--- src/sv/qrm_pkg.sv ---
package qrm_pkg;

   localparam int FracBitsDefault = 15;
   localparam int NumEntries      = 9;
   localparam int ProdWidth       = 32;
   localparam int NormWidth       = 33;
   localparam int NumerWidth      = 35;

   typedef struct packed {
      logic signed [15:0] quat_w;
      logic signed [15:0] quat_x;
      logic signed [15:0] quat_y;
      logic signed [15:0] quat_z;
   } req_type;

   typedef struct packed {
      logic signed [15:0] m00;
      logic signed [15:0] m01;
      logic signed [15:0] m02;
      logic signed [15:0] m10;
      logic signed [15:0] m11;
      logic signed [15:0] m12;
      logic signed [15:0] m20;
      logic signed [15:0] m21;
      logic signed [15:0] m22;
      logic               zero_error;
   } rsp_type;

   typedef logic [NormWidth-1:0] norm_type;

   typedef struct packed {
      logic     valid;
      logic     zero;
      norm_type norm;
   } front_ctl_type;

endpackage

--- src/sv/qrm_div_lane.sv ---
module qrm_div_lane #(
   parameter int FRAC_BITS = qrm_pkg::FracBitsDefault
) (
   input  logic               clock,
   input  logic               reset,
   input  logic               in_valid,
   input  qrm_pkg::norm_type  in_mag,
   input  qrm_pkg::norm_type  in_norm,
   input  logic               in_neg,
   output logic               out_valid,
   output logic [15:0]        out_entry
);
   import qrm_pkg::*;

   localparam int QW = FRAC_BITS + 2;
   localparam int VW = QW + 17;

   logic              vld_ff  [QW];
   logic              neg_ff  [QW];
   norm_type          norm_ff [QW];
   norm_type          rem_ff  [QW];
   logic [QW-1:0]     quo_ff  [QW];

   logic              ge0_in;

   assign ge0_in = in_mag >= in_norm;

   // integer bit first
   always_ff @(posedge clock) begin
      if (reset) begin
         vld_ff[0] <= 1'b0;
      end else begin
         vld_ff[0] <= in_valid;
      end
      neg_ff[0]  <= in_neg;
      norm_ff[0] <= in_norm;
      rem_ff[0]  <= ge0_in ? in_mag - in_norm : in_mag;
      quo_ff[0]  <= QW'(ge0_in);
   end

   for (genvar k = 1; k < QW; k++) begin : g_step
      logic [NormWidth:0] sh_in;
      logic [NormWidth:0] diff_in;
      logic               ge_in;

      always_comb begin
         sh_in   = {rem_ff[k-1], 1'b0};
         diff_in = sh_in - {1'b0, norm_ff[k-1]};
         ge_in   = sh_in >= {1'b0, norm_ff[k-1]};
      end

      always_ff @(posedge clock) begin
         if (reset) begin
            vld_ff[k] <= 1'b0;
         end else begin
            vld_ff[k] <= vld_ff[k-1];
         end
         neg_ff[k]  <= neg_ff[k-1];
         norm_ff[k] <= norm_ff[k-1];
         rem_ff[k]  <= ge_in ? diff_in[NormWidth-1:0] : sh_in[NormWidth-1:0];
         quo_ff[k]  <= {quo_ff[k-1][QW-2:0], ge_in};
      end
   end

   logic [QW-1:0]      rnd_in;
   logic signed [VW-1:0] val_in;
   logic signed [VW-1:0] hi_in;
   logic signed [VW-1:0] lo_in;
   logic signed [VW-1:0] sat_in;

   always_comb begin
      // round half away from zero on the magnitude
      rnd_in = QW'((quo_ff[QW-1] + QW'(1)) >> 1);
      val_in = neg_ff[QW-1] ? -VW'(rnd_in) : VW'(rnd_in);
      hi_in  = (VW'(1) <<< FRAC_BITS) - VW'(1);
      lo_in  = -(VW'(1) <<< FRAC_BITS);
      if (val_in > hi_in) begin
         sat_in = hi_in;
      end else if (val_in < lo_in) begin
         sat_in = lo_in;
      end else begin
         sat_in = val_in;
      end
   end

   assign out_valid = vld_ff[QW-1];
   assign out_entry = sat_in[15:0];

endmodule
--- config.mk ---
export PLATFORM = sky130hd
export DESIGN_NAME = qrm_div_lane
export DESIGN_NICKNAME = d
export VERILOG_FILES = /design/src/sv/qrm_pkg.sv /design/src/sv/qrm_div_lane.sv
export SDC_FILE = /design/constraint.sdc
export NUM_CORES = 2
export LEC_CHECK = 0
export BUFFER_PORTS_ARGS = -buffer_cell sky130_fd_sc_hd__buf_2
export CORE_MARGIN = 5
export CORE_UTILIZATION = 51
export CTS_BUF_LIST = sky130_fd_sc_hd__clkbuf_16
export DETAILED_ROUTE_END_ITERATION = 6
export MAX_ROUTING_LAYER = met4
export PLACE_DENSITY = 0.76
export SYNTH_ARGS = -nofsm -noshare
export SYNTH_HDL_FRONTEND = slang
export SYNTH_SLANG_ARGS = --single-unit
--- constraint.sdc ---
create_clock -name clock -period 7.4 [get_ports clock]
set_clock_uncertainty 0.2 [all_clocks]
set_input_delay 2.22 -clock clock [delete_from_list [all_inputs] [get_ports clock]]
set_output_delay 2.22 -clock clock [all_outputs]
set_load 0.01 [all_outputs]
# Yosys cells after proc, flatten, opt, wreduce, memory -nomap -nowiden
# Memory sizes are Yosys's and may differ from the RTL's.
# Index checks and enable logic that the tools add are counted.
# word_totals
ff_bits	0
mem_bits_rw	1445
in_bits	70
output_inout_bits	17
wordCells	100
mem_count	5
# mem_list
name	words	word_bits	rd	rd_clocked_by_memory_dff	wr	line_no	text
norm_ff	17	33	16	0	17	qrm_div_lane.sv:20	norm_type norm_ff [QW];
rem_ff	17	33	16	0	17	qrm_div_lane.sv:21	norm_type rem_ff [QW];
quo_ff	17	17	17	0	17	qrm_div_lane.sv:22	logic [QW-1:0] quo_ff [QW];
neg_ff	17	1	17	0	17	qrm_div_lane.sv:19	logic neg_ff [QW];
vld_ff	17	1	17	0	17	qrm_div_lane.sv:18	logic vld_ff [QW];
# op_classes
add_sub_neg	19
n_lt_le_gt_ge	19
mux	40
bitwise_logic	17
# op_table
op	count
33-bit 2-to-1 mux	17
33-bit subtractor	17
34-bit by 33-bit >= comparator with 1-bit output	16
34-bit by 16-bit > comparator with 1-bit output (second input constant)	1
34-bit by 16-bit < comparator with 1-bit output (second input constant)	1
34-bit 2-to-1 mux	1
16-bit negation with 34-bit output	1
33-bit >= comparator	1
16-bit 2-to-1 mux	2
1-bit 2-to-1 mux	20
17-bit by 1-bit adder with 17-bit output (second input constant)	1
1-bit bitwise OR	17

# Longest topological paths before layout
# An unclocked memory read counts as a cell.
# depth
ltp_word	7
ltp_mapped	17

# Least setup slack after synthesis
# OpenSTA, ideal clock, no wires.
# synth_timing
path_kind	reg-to-output
from	mem quo_ff[16][0] (netlist bit)
to	out out_entry[10]
arrival_time_ns	2.881
slack_ns	2.099
stages_incl_launch_ff	17
path_buffers	2
cell_sequence	dfxtp_1 > ha_1 > clkbuf_1 > nand4_1 > nor2_1 > nand2_1 > nor2_1 > o211ai_1 > o41ai_1 > nand2_1 > nor2_1 > ha_1 > inv_1 > a311oi_1 > a21oi_1 > clkbuf_1 > o21ai_1
# synth_lines
element	line_no	text
start, declared	qrm_div_lane.sv:22	
end, declared	qrm_div_lane.sv:11	output logic [15:0] out_entry

==> flow_summary.yaml <==
status:
  status: "finished clean"
timing:
  setup_viol: 0
  post-route-period-util: 0.902
  finalMaxSlewViolations: 0
  hold_violations: 0
  post-route-min-period_ns: 6.67
  grt_setup_unrepaired: "no"
  worstMarginPinSlew_ns: 0.986
  max_freq_ghz: 0.150
  slew_headroom: 0.341
  tns_ns: 0
yosys:
  syn-num-nets: 7187
  yosysTopAreaCell: "dfxtp_1"
  synthTopCellsByCount: "dfxtp_1, inv_1, ha_1"
  yosysWarnings: 0
  synth_top_area_frac: 0.422
  yosysSeqAreaShare: 0.422
  synth_cell_types: 86
  synthFlopType: "dfxtp_1"
  ys_async_sr_fraction: 0
  synth_edf_count: 0
  synth-seq-cells: 1243
  synthesis.area_mm2: 0.0590
  synth_most_common_cell: "dfxtp_1"
  synthCells: 6538
  avgSynthCellArea_um2: 9.02
  ys_top_cells_by_area: "dfxtp_1, ha_1, a21oi_1, inv_1, xnor2_1"
power:
  ir_drop_v: 0.000250
  power.leakage_nw: 30.5
  power.density_mw_per_mm2: 491
floorplan:
  coreArea_mm2: 0.115
  die_y_um: 350
  pin_count: 87
  fp-row-count: 124
  dieWidth_um: 350
  start_util: 0.515
  dieArea_mm2: 0.122
route:
  vias_per_cell: 5.47
  ant_nets: 0
  initialDrtViolationCount: 2369
  dr.pass1.iters: 6
  routedWlPerCell_um: 16.6
  drc: 0
  drt_wl_total_um: 137000
  num_vias: 45144
cts:
  cts_hold_buf: 0
  cts_made_buffers: 132
  postCtsResizedCells: 0
  clkTransAtPathRegs_ns: 0.06
  htreeDepth: 4
  cts_tree: "done"
  postCtsSetupRepairBufs: 0
  clock-sinks: 1243
  clockBufferDepth: 3
  clk_latency_ns: 0.74
  cts-root-buf: "clkbuf_16"
placed_design:
  globalplace.congestion: 1.01
  dp_hpwl_um: 108000
  post-place-cells: 8024
  post_dp_cell_area_mm2: 0.0610
  numPortBuffers: 86
cells_and_area:
  fill_cells: 10119
  final_area_mm2: 0.0649
  nNetsFinal: 7295
  diodes: 0
  drive_above_1_share: 0.0528
  syn2layout_area_growth_pct: 10.2
  stdcell_count: 8255
grt:
  antenna_found_initial: 1
  grt_pass1_vias: 45604
  grt_usage: 0.227
  grt_max_degree: 64
  grt_pass1_wl_um: 221000
  grt-ovfl-total: 0
critical_path:
  cp-start-kind: "flop"
  crit_type: "flop to output port"
  worstPathArrival_ns: 4.25
  crit_path_end_kind: "output port"
  required_ns: 4.98
  cp_max_fo: 15
min_path:
  min_path_type: "flop to flop"
run:
  drv_cap: 0
[critical path: stages, from the launching register on]
cell and delay (ns):
dfxtp_1 0.37, ha_1 0.30, nand4_1 0.25, nor2_1 0.32
nand2_1 0.13, nor2_1 0.27, o211ai_1 0.14, o41ai_1 0.13
nand2_1 0.10, nor2_1 0.10, ha_1 0.23, inv_1 0.08
a311oi_1 0.08, a21oi_1 0.70, o21ai_1 0.15, buf_2 0.19
[layer usage]
layer | global-route usage | vias up | wire (um)
met3 | 0.0300 | 528 | 4440
met1 | 0.209 | 20793 | 49200
li1 | - | 22728 | -
met2 | 0.432 | 1095 | 72500
met5 | - | - | 0
met4 | 0.156 | 0 | 10500
[sequential cells by signal, summed over array words and instances, names as in the netlist]
name and count:
vld_ff 17, rem_ff 528, norm_ff 528, neg_ff 17
quo_ff 153
[cells by family (layout without fill, tap and decap cells)]
group	count (synthesis)	count (layout)	synth area share
AO/OA/AOI/OAI	1789	1789	0.187
AND/OR/NAND/NOR	1512	1512	0.121
flip-flops	1243	1243	0.422
buffers and inverters	839	1044	0.0544
adder cells (fa/ha/maj)	579	579	0.125
XOR/XNOR	450	450	0.0669
multiplexers	126	126	0.0239
[power by group]
| part | switching [mW] | internal (mW) |
|---|---|---|
| logic | 9.07 | 6.74 |
| registers | 1.15 | 8.87 |
| clock network | 2.63 | 3.43 |
| total | 12.8 | 19.0 |
[cells in the final DEF (no fill, tap or decap), drive strengths merged, types with 24 or more instances in the layout]
cell	Yosys	routed
a211oi	36	36
a21boi	26	26
a21o	249	249
a21oi	548	548
a31oi	40	40
and3	47	47
buf	30	109
clkbuf	105	134
clkinv	0	53
dfxtp	1243	1243
ha	563	563
inv	704	739
mux2	117	117
nand2	513	513
nand2b	96	96
nand3	99	99
nand4	82	82
nor2	378	378
nor2b	94	94
nor3	55	55
nor4	24	24
o211ai	28	28
o21a	70	70
o21ai	520	520
o21bai	53	53
o31ai	30	30
or3	31	31
xnor2	259	259
xor2	191	191
[worst paths after layout]
check,cells past startpoint,slack [ns],startpoint,endpoint
setup / recovery,15,0.73,quo_ff[16][0]$_DFF_P_,out_entry[7]
hold / removal,0,0.12,quo_ff[13][2]$_DFF_P_,quo_ff[14][3]$_DFF_P_
setup reg to reg,14,2.53,norm_ff[0][143]$_DFF_P_,rem_ff[0][196]$_DFF_P_
hold reg to reg,0,0.12,quo_ff[13][2]$_DFF_P_,quo_ff[14][3]$_DFF_P_
[metrics by stage]
| step | setup WS [ns] | hold WS [ns] | total power, mW | utilization |
|---|---|---|---|---|
| after floorplan | 2.10 | 0.110 | 22.0 | - |
| after global placement | 1.59 | 0.109 | 25.4 | 0.532 |
| after detailed placement | 1.52 | 0.112 | 25.8 | 0.532 |
| after CTS | 0.704 | 0.123 | 32.0 | 0.567 |
| after global routing | 0.247 | 0.128 | 34.3 | 0.567 |
| final | 0.727 | 0.123 | 31.9 | 0.567 |
[area by class of cell]
cell class | count | area (um2) | share of cell area
Clock inverter | 97 | 614 | 0.00946
Multi-Input combinational cell | 4456 | 30900 | 0.476
Inverter | 704 | 2640 | 0.0407
Timing Repair Buffer | 109 | 616 | 0.00948
Clock buffer | 134 | 3350 | 0.0516
Sequential cell | 1243 | 24900 | 0.383
Tap cell | 1512 | 1890 | 0.0291
Note: power is estimated with default switching activity, not from simulation.
